## config.mk

```make
export PLATFORM = sky130hd
export DESIGN_NAME = palette_grid_block_decoder_top
export DESIGN_NICKNAME = d
export VERILOG_FILES = /design/src/sv/pgbd_pkg.sv /design/src/sv/pgbd_ctrl.sv /design/src/sv/pgbd_dp.sv /design/src/sv/palette_grid_block_decoder_top.sv
export SDC_FILE = /design/constraint.sdc
export NUM_CORES = 1
export LEC_CHECK = 0
export BUFFER_PORTS_ARGS = -buffer_cell sky130_fd_sc_hd__buf_2
export CORE_ASPECT_RATIO = 1.2
export CORE_UTILIZATION = 40
export DETAILED_ROUTE_END_ITERATION = 6
export PLACE_DENSITY = 0.59
export SYNTH_ARGS = -nofsm -noshare
export SYNTH_HDL_FRONTEND = slang
export SYNTH_SLANG_ARGS = --single-unit
```

## constraint.sdc

```tcl
create_clock -name clk -period 3.1 [get_ports clk]
set_input_delay 0.62 -clock clk [delete_from_list [all_inputs] [get_ports clk]]
set_output_delay 0.62 -clock clk [all_outputs]
set_load 0.02 [all_outputs]
```

## src/sv/pgbd_pkg.sv

```systemverilog
// Shared types, codes and address helpers for the palette grid block decoder.
package pgbd_pkg;

	localparam int unsigned GRID_BLOCKS = 64;
	localparam int unsigned RAW_BYTES   = 128;

	localparam logic [7:0] UNIFORM_CODE = 8'd7;
	localparam logic       OP_HEADER    = 1'b0;
	localparam logic       OP_DATA      = 1'b1;
	localparam logic [1:0] FMT_RAW      = 2'b11;

	// Controller states
	typedef enum logic [1:0] {
		ST_IDLE = 2'b01,
		ST_EMIT = 2'b10
	} state_t;

	// Where emitted block values come from
	typedef enum logic [1:0] {
		SRC_FILL = 2'd0,
		SRC_RAW  = 2'd1,
		SRC_PAL  = 2'd2
	} src_t;

	// Controller to datapath
	typedef struct packed {
		logic load;   // take the input transaction
		logic emit;   // produce one block into the output register
	} cmd_t;

	// Datapath to controller
	typedef struct packed {
		logic rem_zero;
		logic rem_one;
		logic out_free;
	} status_t;

	// Grid base: g = {row[3:0], col[4:0]}; (row/4)*64 + (row%4)*4 + col*1024 + sec*32768
	function automatic logic [15:0] grid_base(input logic [8:0] g, input logic sec);
		grid_base = {sec, g[4:0], 2'b00, g[8:7], 2'b00, g[6:5], 2'b00};
	endfunction

	// Block n = 16i + 4j + k lands at 16i + j + 256k
	function automatic logic [15:0] block_offset(input logic [5:0] n);
		block_offset = {6'd0, n[1:0], 2'b00, n[5:4], 2'b00, n[3:2]};
	endfunction

	// Bytes in a packed grid: palette plus packed indexes
	function automatic logic [7:0] packed_total(input logic [1:0] fmt);
		case (fmt)
			2'd0:    packed_total = 8'd10;
			2'd1:    packed_total = 8'd20;
			default: packed_total = 8'd48;
		endcase
	endfunction

endpackage

```

## src/sv/pgbd_ctrl.sv

```systemverilog
// Controller state machine: takes an item, then steps out its blocks.
module pgbd_ctrl
	import pgbd_pkg::*;
(
	input  logic    clk,
	input  logic    arst_n,
	input  logic    s_tvalid,
	output logic    s_tready,
	input  status_t status,
	output cmd_t    cmd
);

	state_t state_q, state_nx;

	// Next state and commands
	always_comb begin
		state_nx = state_q;
		cmd      = '0;
		s_tready = 1'b0;
		case (state_q)
			ST_IDLE: begin
				s_tready = 1'b1;
				if (s_tvalid) begin
					cmd.load = 1'b1;
					state_nx = ST_EMIT;
				end
			end
			ST_EMIT: begin
				if (status.rem_zero) begin
					state_nx = ST_IDLE;
				end else if (status.out_free) begin
					cmd.emit = 1'b1;
					if (status.rem_one)
						state_nx = ST_IDLE;
				end
			end
			default: state_nx = ST_IDLE;
		endcase
	end

	always_ff @(posedge clk or negedge arst_n) begin
		if (!arst_n)
			state_q <= ST_IDLE;
		else
			state_q <= state_nx;
	end

`ifndef SYNTHESIS
	a_emit_needs_room: assert property (@(posedge clk) disable iff (!arst_n)
		cmd.emit |-> status.out_free) else $error("emit into occupied output register");
	a_done_goes_idle: assert property (@(posedge clk) disable iff (!arst_n)
		(state_q == ST_EMIT && status.rem_zero) |=> state_q == ST_IDLE)
		else $error("controller stuck after blocks done");
	a_ready_in_idle: assert property (@(posedge clk) disable iff (!arst_n)
		s_tready == (state_q == ST_IDLE)) else $error("ready outside idle state");
`endif

endmodule

```

## src/sv/pgbd_dp.sv

```systemverilog
// Datapath: grid context, palette, block counter and output register.
module pgbd_dp
	import pgbd_pkg::*;
(
	input  logic        clk,
	input  logic        arst_n,
	input  cmd_t        cmd,
	output status_t     status,
	input  logic        opcode,
	input  logic [7:0]  header_code,
	input  logic [7:0]  header_value,
	input  logic [8:0]  grid_index,
	input  logic        section,
	input  logic [7:0]  data_byte,
	input  logic        out_ready,
	output logic        out_valid,
	output logic [7:0]  block_value,
	output logic [15:0] block_address,
	output logic        last_of_grid
);

	logic        open_q;
	logic [1:0]  fmt_q;
	logic [7:0]  bytes_q;
	logic [6:0]  blocks_q;
	logic [15:0] base_q;
	logic [6:0]  rem_q;
	src_t        src_q;
	logic [7:0]  byte_q;
	logic [7:0]  palette_q [16];

	logic        out_valid_q;
	logic [7:0]  out_value_q;
	logic [15:0] out_addr_q;
	logic        out_last_q;

	logic [7:0]  bytes_nx;
	logic [7:0]  pal_size;
	logic [3:0]  idx_mask;
	logic [7:0]  emit_value;
	logic [7:0]  byte_shifted;
	logic [5:0]  blk_n;

	assign bytes_nx = bytes_q + 8'd1;
	assign blk_n    = blocks_q[5:0];

	// Palette geometry for the current packed format
	always_comb begin
		case (fmt_q)
			2'd0: begin
				pal_size     = 8'd2;
				idx_mask     = 4'h1;
				byte_shifted = {1'b0, byte_q[7:1]};
			end
			2'd1: begin
				pal_size     = 8'd4;
				idx_mask     = 4'h3;
				byte_shifted = {2'b00, byte_q[7:2]};
			end
			default: begin
				pal_size     = 8'd16;
				idx_mask     = 4'hf;
				byte_shifted = {4'h0, byte_q[7:4]};
			end
		endcase
	end

	// Value of the block going out now
	always_comb begin
		case (src_q)
			SRC_PAL: emit_value = palette_q[byte_q[3:0] & idx_mask];
			default: emit_value = byte_q;
		endcase
	end

	// Grid context and emission counters
	always_ff @(posedge clk or negedge arst_n) begin
		if (!arst_n) begin
			open_q   <= 1'b0;
			fmt_q    <= 2'd0;
			bytes_q  <= 8'd0;
			blocks_q <= 7'd0;
			base_q   <= 16'd0;
			rem_q    <= 7'd0;
			src_q    <= SRC_FILL;
		end else if (cmd.load) begin
			if (opcode == OP_HEADER) begin
				base_q   <= grid_base(grid_index, section);
				bytes_q  <= 8'd0;
				blocks_q <= 7'd0;
				if (header_code == UNIFORM_CODE) begin
					open_q <= 1'b0;
					src_q  <= SRC_FILL;
					rem_q  <= 7'(GRID_BLOCKS);
				end else begin
					open_q <= 1'b1;
					fmt_q  <= header_code[1:0];
					rem_q  <= 7'd0;
				end
			end else if (!open_q) begin
				rem_q <= 7'd0;
			end else if (fmt_q == FMT_RAW) begin
				bytes_q <= bytes_nx;
				src_q   <= SRC_RAW;
				rem_q   <= bytes_q[0] ? 7'd0 : 7'd1;
				if (bytes_nx >= 8'(RAW_BYTES))
					open_q <= 1'b0;
			end else begin
				bytes_q <= bytes_nx;
				src_q   <= SRC_PAL;
				if (bytes_q < pal_size)
					rem_q <= 7'd0;
				else
					rem_q <= 7'd8 >> fmt_q;
				if (bytes_nx >= packed_total(fmt_q))
					open_q <= 1'b0;
			end
		end else if (cmd.emit) begin
			rem_q    <= rem_q - 7'd1;
			blocks_q <= blocks_q + 7'd1;
		end
	end

	// Data byte holder; packed indexes shift out low bits first
	always_ff @(posedge clk) begin
		if (cmd.load) begin
			if (opcode == OP_HEADER)
				byte_q <= header_value;
			else if (open_q)
				byte_q <= data_byte;
		end else if (cmd.emit && src_q == SRC_PAL) begin
			byte_q <= byte_shifted;
		end
	end

	// Palette writes
	always_ff @(posedge clk) begin
		if (cmd.load && opcode == OP_DATA && open_q && fmt_q != FMT_RAW && bytes_q < pal_size)
			palette_q[bytes_q[3:0]] <= data_byte;
	end

	// Output register
	always_ff @(posedge clk or negedge arst_n) begin
		if (!arst_n)
			out_valid_q <= 1'b0;
		else if (cmd.emit)
			out_valid_q <= 1'b1;
		else if (out_ready)
			out_valid_q <= 1'b0;
	end

	always_ff @(posedge clk) begin
		if (cmd.emit) begin
			out_value_q <= emit_value;
			out_addr_q  <= base_q + block_offset(blk_n);
			out_last_q  <= (blk_n == 6'(GRID_BLOCKS - 1));
		end
	end

	assign out_valid       = out_valid_q;
	assign block_value     = out_value_q;
	assign block_address   = out_addr_q;
	assign last_of_grid    = out_last_q;
	assign status.rem_zero = (rem_q == 7'd0);
	assign status.rem_one  = (rem_q == 7'd1);
	assign status.out_free = !out_valid_q || out_ready;

`ifndef SYNTHESIS
	a_no_load_and_emit: assert property (@(posedge clk) disable iff (!arst_n)
		!(cmd.load && cmd.emit)) else $error("load and emit in one cycle");
	a_rem_bounded: assert property (@(posedge clk) disable iff (!arst_n)
		rem_q <= 7'(GRID_BLOCKS)) else $error("block count out of range");
	a_last_ends_run: assert property (@(posedge clk) disable iff (!arst_n)
		(cmd.emit && blk_n == 6'(GRID_BLOCKS - 1)) |=> rem_q == 7'd0)
		else $error("blocks pending after last block of grid");
`endif

endmodule

```

## src/sv/palette_grid_block_decoder_top.sv

```systemverilog
// Top level of the palette grid block decoder.
// Decodes 64-block grids into addressed block values. A header transaction
// (tuser 0) opens a grid; code 7 emits 64 copies of the value byte.
// Data transactions (tuser 1) carry palette, packed-index or raw bytes. Rate:
// the decoder takes one input transaction at a time. An item that yields N
// blocks sends them one block per cycle from the output register, but for any
// stall on m_tready (N is 1 for an even-numbered raw byte and 0 for an odd one,
// 0 for a palette byte, 8/4/2 for the 1/2/4-bit packed formats, 64 for a
// uniform grid). The next transaction is taken as soon as the last block sits
// in the output register. Palette entries that were never written read as undefined.
module palette_grid_block_decoder_top
	import pgbd_pkg::*;
(
	input  logic        clk,
	input  logic        arst_n,
	input  logic        s_tvalid,
	output logic        s_tready,
	input  logic [39:0] s_tdata,   // header_code, header_value, grid_index, section, data_byte, pad
	input  logic        s_tuser,   // opcode
	output logic        m_tvalid,
	input  logic        m_tready,
	output logic [23:0] m_tdata,   // block_value, block_address
	output logic        m_tlast    // last_of_grid
);

	cmd_t    cmd;
	status_t status;
	logic [7:0]  block_value;
	logic [15:0] block_address;

	pgbd_ctrl u_ctrl (
		.clk      (clk),
		.arst_n   (arst_n),
		.s_tvalid (s_tvalid),
		.s_tready (s_tready),
		.status   (status),
		.cmd      (cmd)
	);

	pgbd_dp u_dp (
		.clk           (clk),
		.arst_n        (arst_n),
		.cmd           (cmd),
		.status        (status),
		.opcode        (s_tuser),
		.header_code   (s_tdata[7:0]),
		.header_value  (s_tdata[15:8]),
		.grid_index    (s_tdata[24:16]),
		.section       (s_tdata[25]),
		.data_byte     (s_tdata[33:26]),
		.out_ready     (m_tready),
		.out_valid     (m_tvalid),
		.block_value   (block_value),
		.block_address (block_address),
		.last_of_grid  (m_tlast)
	);

	assign m_tdata = {block_address, block_value};

endmodule

```

==> out/metrics.cfg, run 1 <==
[clock_tree]
clock-root-buffer = clkbuf_16
cts.sinks = 200
cts_tree = built
path_clk_slew_ns = 0.08
clockBufferDepth = 2
clk_latency_ns = 0.44
cts_buffers = 17
cts_htree_levels = 4
cts_hold_buf = 0
cts_setup_buffers = 0
cts_resized = 0

[sta]
finalSetupViolations = 0
rsz0062_at_grt = no
drv_slew = 0
fin_crit_ns = 2.50
slew-limit-headroom_pct = 20.1
setup_tns_ns = 0
tightest_slew_ns = 1.19
finClkSkew_ns = 0.0121
fmax_ghz = 0.399
hold_violations = 0
finalCritPeriodShare_pct = 80.7

[logic_synthesis]
synth.avg_cell_area_um2 = 15.8
synth_xor_area_share_pct = 1.13
synth-seq-cells = 200
syn_inst = 541
synth_top_family_by_area = multiplexers
synth_compound_area_share_pct = 5.48
synth-simple-area-share_pct = 7.32
synth.net_count = 601
synth_fa_ha_area_share_pct = 2.20
async_reset_ff_share_pct = 19.5
synth_edf_count = 161
netlist_area_um2 = 8540
synth_ff_type = edfxtp_1
synthDistinctLibCells = 53
synth.mux.area_fraction_pct = 13.7
yosysSeqAreaShare_pct = 68.0
ys_warn_count = 0

[critical_path]
crit_chain = inv_1 > nand2_1 > ha_1 > o21ai_0 > nand2_1 > nor4b_4 > nand2_1 > nor3_1 > buf_4
cp-end-kind = register
worstRegToRegCells = 9
cpMostUsedCell = nand2_1
crit_fanout = 8
crit_path_top_delay_cell = nor4b_4
crit_required_ns = 3.24
start_kind = register
critical_path_arrival_ns = 2.65
crit_type = reg -> reg
max_stage_delay_ns = 0.41

[final_layout]
layout.cells.most_common_list = edfxtp_1 (161), buf_2 (65), nand2_1 (45)
fin_cells = 911
syn2layout_area_growth_pct = 15.6
fillers = 1807
antenna_cells = 0
final_layout_size_suffix_gt1_share_pct = 28.1
final_common_cell = edfxtp_1
fin_nets = 690

[min_path]
holdCritPathClass = in -> async

[power]
pwr-share-comb_pct = 32.8
p_switching_uw = 2900
power.internal_uw = 5550
power_switching_share_pct = 34.3
p_leak_uw = 0.00370
power_density_nw_per_um2 = 855
clockPowerShare_pct = 24.5
ir_drop_v = 0.000515
seqPwrFrac_pct = 42.7

[routing]
drt-pass1-iter-count = 5
num_vias = 4890
detail-route-antenna-nets = 0
drc = 0
drt-initial-drc-count = 307
vias_per_cell = 5.37
detail_route.wl_per_cell_um = 20.3
postRouteWirelength_um = 18500

[floorplanning]
core_um2 = 21000
initial_core_util_pct = 40.7
die-area_um2 = 21900
io_pins = 72
die_y_um = 162
rows = 58
die_w_um = 135

[grt]
grt_use_met2_pct = 30.0
grt_overflow = 0
grt_max_degree = 40
grt_pass1_wl_um = 28900
grt_use_met3_pct = 3.03
grt-busiest-layer = met2
grt_pass1_vias = 5047
met1_usage_pct = 23.4
track_usage_pct = 18.1
antenna_found_initial = 0

[flow_run]
max-cap-violations = 0

[placement]
dp_hpwl_um = 12400
post-place-cells = 881
globalplace.congestion = 0.795
io_buffers = 65

[status]
status = finished, final reports clean

## stage by stage
| step | utilization (%) | power [µW] | hold slack [ns] | cell area, µm² | worst slack [ns] |
|---|---|---|---|---|---|
| 3_3_place_gp | 44.5 | 6370 | 0.424 | 9330 | 0.536 |
| 3_5_place_dp | 44.5 | 6430 | 0.433 | 9330 | 0.543 |
| 6_report | 47.1 | 8450 | 0.303 | 9880 | 0.597 |
| 5_1_grt | 47.1 | 8920 | 0.387 | 9880 | 0.366 |
| 2_1_floorplan | - | 5590 | 0.324 | 8540 | 0.134 |
| 4_1_cts | 47.1 | 8520 | 0.336 | 9880 | 0.606 |
## Yosys cell counts, types with 2 or more instances
cell type | n | area (µm²)
o31ai_1 | 3 | 22.5
nor4_1 | 3 | 18.8
nand2b_1 | 5 | 31.3
a31oi_1 | 6 | 37.5
buf_2 | 2 | 10.0
buf_1 | 3 | 11.3
nand2_1 | 45 | 169
mux4_2 | 32 | 721
clkbuf_1 | 12 | 45.0
o221ai_1 | 7 | 61.3
mux2_2 | 12 | 135
o21ai_0 | 21 | 105
or2_2 | 2 | 12.5
nand3_1 | 20 | 100
ha_1 | 15 | 188
a21o_1 | 2 | 15.0
nor2_1 | 35 | 131
buf_4 | 7 | 52.6
o21ai_1 | 2 | 10.0
o211ai_1 | 4 | 30.0
nor2b_1 | 4 | 25.0
o22ai_1 | 4 | 25.0
edfxtp_1 | 161 | 4830
a32oi_1 | 2 | 17.5
a21oi_1 | 9 | 45.0
mux2i_1 | 31 | 310
inv_1 | 13 | 48.8
nor3_1 | 7 | 35.0
xnor2_1 | 3 | 26.3
xor2_1 | 8 | 70.1
dfrtp_1 | 38 | 951
a22o_1 | 2 | 17.5
## power by group through the flow
| stage | Combinational (µW) | Clock [µW] | Sequential, µW |
|---|---|---|---|
| 3_3_place_gp | 2730 | 0 | 3640 |
| 3_5_place_dp | 2780 | 0 | 3660 |
| 6_report | 2770 | 2070 | 3610 |
| 4_1_cts | 2790 | 2120 | 3600 |
| 2_1_floorplan | 1940 | 0 | 3650 |
| 5_1_grt | 3050 | 2210 | 3660 |
## final cells by class
cell class                 instances  area (µm²)  share of cell area (%)
clock buffer                      18         429                    4.35
clock inverter                    12         116                    1.18
inverter                          14        55.1                   0.557
multi-input combinational        302        2560                    25.9
sequential                       200        5810                    58.8
tap                              270         338                    3.42
timing repair buffer              95         563                    5.70
## sequential cells by signal, summed over array words and instances, names as in the netlist, 2 cells and up
name                cells
u_dp.byte_q             8
u_dp.rem_q              7
u_dp.fmt_q              2
u_dp.blocks_q           6
u_dp.block_value        8
u_dp.block_address     16
u_dp.bytes_q            8
u_dp.src_q              2
u_dp.palette_q        128
u_dp.base_q            10
u_ctrl.state_q          2
## routing by layer
| metal | routed length (µm) | share of wire (%) |
|---|---|---|
| met1 | 7810 | 42 |
| met2 | 9270 | 50 |
| met3 | 936 | 5.1 |
| met4 | 476 | 2.6 |
| met5 | 0 | 0 |
## worst max-delay path: cells and delay by family, from the launching register on
family / cells / cell delay, ns
flops: 1 / 0.38
compound gates: 1 / 0.20
simple gates: 5 / 1.06
buf+inv: 2 / 0.37
fa+ha+maj: 1 / 0.20
## kinds of logic (layout without fill, tap and decap cells)
family                   count (synthesis)  count (layout)
flip-flops                             200             200
AND/OR/NAND/NOR                        131             131
multiplexers                            75              75
AO/OA/AOI/OAI                           70              70
buffers and inverters                   39             139
adder cells (fa/ha/maj)                 15              15
XOR/XNOR                                11              11
## worst paths after layout
| check | startpoint | end | slack [ns] |
|---|---|---|---|
| worst max-delay path | u_dp.fmt_q[1] | u_dp.palette_q[3][4] | 0.60 |
| max in group asynchronous | arst_n | u_dp.base_q[11] | 2.22 |
| min in group clk | s_tdata[0] | u_dp.fmt_q[0] | 0.42 |
| worst min-delay path | arst_n | u_dp.rem_q[5] | 0.30 |
| worst max register to register | u_dp.fmt_q[1] | u_dp.palette_q[3][4] | 0.60 |
| worst min register to register | u_dp.base_q[10] | u_dp.block_address[10] | 0.45 |
(Power assumes the default switching activity.)
==> run 2, diff against run 1 <==
- PLACE_DENSITY: 0.59 -> 0.57
- clock period: 3.1 -> 2.5 ns (I/O delays scaled with it)
==> run 2 against run 1 <==
  * Combinational power rose by 33%
  * Sequential cell count did not move
  * Final cell count rose by 1.4%
  * Maximum frequency rose by 7.6%
==> out/metrics.cfg, run 2 (same netlist as run 1, synthesis figures left out) <==
[critical_path]
crit_chain = inv_2 > ha_1 > nor4_1 > buf_4 > nand2_1 > nor4b_4 > nand2_1 > nor3_4 > buf_12
crit_fanout = 8
max_stage_delay_ns = 0.35
cp-end-kind = register
cpMostUsedCell = nand2_1
crit_path_top_delay_cell = dfrtp_1
start_kind = register
crit_required_ns = 2.64
crit_type = reg -> reg
critical_path_arrival_ns = 2.47

[sta]
setup_tns_ns = 0
drv_slew = 0
tightest_slew_ns = 0.924
hold_violations = 0
rsz0062_at_grt = no
finalCritPeriodShare_pct = 93.0
slew-limit-headroom_pct = 38.4
finClkSkew_ns = 0.0146
fin_crit_ns = 2.33
finalSetupViolations = 0
fmax_ghz = 0.430

[clock_tree]
cts_hold_buf = 0
cts.sinks = 200
path_clk_slew_ns = 0.08
clockBufferDepth = 2
clock-root-buffer = clkbuf_16
cts_buffers = 17
cts_tree = built
cts_htree_levels = 4
clk_latency_ns = 0.44

[grt]
track_usage_pct = 17.9
grt_pass1_wl_um = 28600
antenna_found_initial = 0
grt_overflow = 0
grt_max_degree = 40
grt_pass1_vias = 5085

[placement]
dp_hpwl_um = 12700
io_buffers = 65
post-place-cells = 891
globalplace.congestion = 0.837

[floorplanning]
initial_core_util_pct = 40.7
die-area_um2 = 21900
rows = 58
die_y_um = 162
core_um2 = 21000
io_pins = 72
die_w_um = 135

[final_layout]
fin_cells = 924
syn2layout_area_growth_pct = 19.8
largest_reg_flops = 128
final_common_cell = edfxtp_1
fillers = 1773
antenna_cells = 0
final_layout_size_suffix_gt1_share_pct = 32.0
layout.cells.most_common_list = edfxtp_1 (161), buf_2 (65), nand2_1 (44)
fin_nets = 701

[routing]
drt-pass1-iter-count = 4
postRouteWirelength_um = 18300
drc = 0
vias_per_cell = 5.30
detail_route.wl_per_cell_um = 19.8
drt-initial-drc-count = 315
detail-route-antenna-nets = 0
num_vias = 4899

[min_path]
holdCritPathClass = in -> async

[power]
ir_drop_v = 0.000559
p_leak_uw = 0.00383
power_density_nw_per_um2 = 1050

[status]
status = finished, final reports clean

[flow_run]
max-cap-violations = 0

run 2: report_power, final:
part	internal, µW	leakage [µW]	switching, µW
sequential	4120	0.00194	308
combinational	1610	0.00161	2070
clock	1330	0.000273	1290
run 2: final cells by class:
type	count	area, µm²	area share (%)
clock buffers	20	437	4.27
clock inverters	12	131	1.28
multi-input cells	302	2660	26.0
well taps	270	338	3.30
flip-flops and latches	200	5810	56.8
repair buffers	106	796	7.78
inverters	14	55.1	0.538
run 2: path summary, 6_finish.rpt:
kind,start,end,slack [ns],cells past startpoint
max in group asynchronous,arst_n,u_dp.bytes_q[1],1.71,1
max reg2reg,u_dp.fmt_q[1],u_dp.palette_q[1][7],0.17,9
max,u_dp.fmt_q[1],u_dp.palette_q[1][7],0.17,9
min in group clk,s_tdata[24],u_dp.base_q[7],0.30,2
min,arst_n,u_dp.rem_q[4],0.17,1
min reg2reg,u_dp.base_q[2],u_dp.block_address[2],0.45,0
run 2: metrics by stage:
stage	total power (µW)	hold slack, ns	setup slack (ns)	area [µm²]	utilization, %
floorplan	7010	0.204	0.0355	8640	-
global placement	8140	0.425	0.0992	9650	46.0
detailed placement	8200	0.439	0.0939	9650	46.0
CTS	10800	0.212	0.0888	10200	48.7
global route	11400	0.257	0.00440	10200	48.8
finish	10700	0.175	0.174	10200	48.8
run 2: worst max-delay path, delay by kind of cell, from the launching register on:
| family | cells | cell delay, ns |
|---|---|---|
| flip-flops | 1 | 0.35 |
| buffers and inverters | 3 | 0.38 |
| AND/OR/NAND/NOR | 5 | 1.12 |
| adder cells (fa/ha/maj) | 1 | 0.18 |
run 2: routing by layer:
| layer | GRT usage [%] | share of wire [%] | vias up |
|---|---|---|---|
| met1 | 23.1 | 44 | 2463 |
| met3 | 3.40 | 3.6 | 23 |
| met5 | 0 | 0 | - |
| met4 | 5.82 | 1.8 | 0 |
| met2 | 30.2 | 51 | 118 |
| li1 | - | - | 2295 |
run 2: repair_timing:
item,4_1_cts,5_1_grt
buffers inserted,0,1
endpoints found under the setup margin,0,84
gates resized for setup,0,3
==> run 3, diff against run 2 <==
- CELL_PAD_IN_SITES_DETAIL_PLACEMENT: unset -> 0
- CELL_PAD_IN_SITES_GLOBAL_PLACEMENT: unset -> 1
- PLACE_DENSITY: 0.57 -> 0.65
==> run 3 against run 2 <==
  * Sequential power about the same
  * Worst hold slack got worse by 0.17 ns
  * Routed wire length increased by 2.7%
  * First-iteration DRC count decreased by 11%
  * Clock power increased by 8.4%
  * Clock skew decreased by 0.0015 ns
  * Die area unchanged
  * Clock-buffer cell count increased by 1
  * Final cell count increased by 0.32%
  * Register-to-register slack about the same
  * Sequential cell count unchanged
  * Via count increased by 0.35%
==> out/metrics.cfg, run 3 (same netlist as run 1, synthesis figures left out) <==
[final_layout]
fin_nets = 704
final_util_pct = 49.1
largest_reg_flops = 128
antenna_cells = 0
final_layout_size_suffix_gt1_share_pct = 33.0
layout.cells.most_common_list = edfxtp_1 (161), buf_2 (65), nand2_1 (41)
syn2layout_area_growth_pct = 20.7
final_common_cell = edfxtp_1
fin_cells = 927

[sta]
finalSetupViolations = 0
slew-limit-headroom_pct = 69.4
finClkSkew_ns = 0.0131
rsz0062_at_grt = no
layout_setup_ws_ns = 0.173
fin_crit_ns = 2.33
setup_tns_ns = 0
hold_violations = 0
tightest_slew_ns = 0.454
finalCritPeriodShare_pct = 93.1
fmax_ghz = 0.430
drv_slew = 0

[floorplanning]
rows = 58
die_w_um = 135
io_pins = 72
initial_core_util_pct = 40.7
core_um2 = 21000
die_y_um = 162
die-area_um2 = 21900

[placement]
io_buffers = 65
dp_hpwl_um = 13200
place_ws_ns = 0.0441
post-place-cells = 893
globalplace.congestion = 0.817

[critical_path]
crit_start = u_dp.fmt_q[1]
critical_path_arrival_ns = 2.47
r2r_slack_ns = 0.17
crit_type = reg -> reg
cp-end-kind = register
cpMostUsedCell = buf_4
max_stage_delay_ns = 0.40
crit_path_top_delay_cell = dfrtp_1
crit_required_ns = 2.65
r2r-start = u_dp.fmt_q[1]
crit_chain = inv_2 > nand2_1 > ha_1 > o311ai_0 > buf_4 > nor4b_4 > buf_4 > nand2_2 > nor2_2 > buf_12
start_kind = register
crit_family = simple AND/OR/NAND/NOR gates
crit_fanout = 8
cp_num_buf_inv = 4

[power]
ir_drop_v = 0.000683
p_switching_uw = 3770
clockPowerShare_pct = 25.9
power.internal_uw = 7230
power_density_nw_per_um2 = 1070
p_leak_uw = 0.00386
seqPwrFrac_pct = 40.3
pwr-share-comb_pct = 33.9
power_switching_share_pct = 34.2
power.total_uw = 11000

[status]
status = finished, final reports clean

[min_path]
holdCritPathClass = in -> async

[clock_tree]
cts_buffers = 17
clockBufferDepth = 2
cts_htree_levels = 4
cts.sinks = 200
cts_hold_buf = 0
cts_tree = built
path_clk_slew_ns = 0.08
clk_latency_ns = 0.43
clock-root-buffer = clkbuf_16

[grt]
track_usage_pct = 18.3
grt_overflow = 0
antenna_found_initial = 0
grt_pass1_vias = 5200
grt_pass1_wl_um = 29100
grt_max_degree = 34

[routing]
postRouteWirelength_um = 18800
drc = 0
vias_per_cell = 5.30
num_vias = 4916
drt-pass1-iter-count = 5
detail-route-antenna-nets = 0
detail_route.wl_per_cell_um = 20.3
drt-initial-drc-count = 281

[flow_run]
max-cap-violations = 0

-- run 3: cell count changes in the layout (fill, tap and decap cells not counted), moves of 2 or more --
cell       change
nand2_1        -3
buf_4          +4
clkbuf_16      +2
inv_6          -3
clkbuf_1       -2
nand2_2        +4
-- run 3: worst paths after layout --
| check | endpoint | cells past startpoint |
|---|---|---|
| worst max-delay path | u_dp.palette_q[12][1] | 10 |
| worst min-delay path | u_dp.rem_q[4] | 1 |
| worst max register to register | u_dp.palette_q[12][1] | 10 |
| worst min register to register | u_dp.block_address[6] | 0 |
| max in group asynchronous | u_dp.blocks_q[1] | 2 |
| min in group clk | u_dp.base_q[7] | 2 |
-- run 3: what timing repair did --
| action | CTS | global route |
|---|---|---|
| resized for setup | 0 | 4 |
| setup endpoints to repair | 0 | 128 |
| hold endpoints to repair | 0 | 0 |
| setup buffers | 0 | 2 |
-- run 3: power groups by stage --
stage	clock network, µW	logic (µW)	registers, µW
CTS	2900	3760	4430
global placement	0	3700	4480
finish	2840	3720	4430
global route	3030	4060	4480
floorplan	0	2480	4530
detailed placement	0	3740	4500
-- run 3: per-stage QoR --
| stage | cell area [µm²] | hold slack, ns |
|---|---|---|
| after floorplan | 8640 | 0.204 |
| after global routing | 10300 | 0.0191 |
| final | 10300 | 0.00494 |
| after detailed placement | 9650 | 0.435 |
| after CTS | 10300 | 0.00302 |
| after global placement | 9650 | 0.425 |
-- run 3: final cells by class --
| type | instances | area (µm²) |
|---|---|---|
| fill | 1825 | 10700 |
| sequential | 200 | 5810 |
| multi-input combinational | 302 | 2660 |
| timing repair buffer | 109 | 806 |
| clock buffer | 21 | 493 |
| tap | 270 | 338 |
| clock inverter | 11 | 141 |
| inverter | 14 | 55.1 |
-- run 3: metal layers --
layer / global-route usage [%] / part of all wire, % / vias up
met2: 32.8 / 54 / 116
met5: 0 / 0 / -
met4: 6.74 / 2.2 / 0
met3: 3.53 / 3.2 / 20
met1: 21.8 / 41 / 2488
li1: - / - / 2292
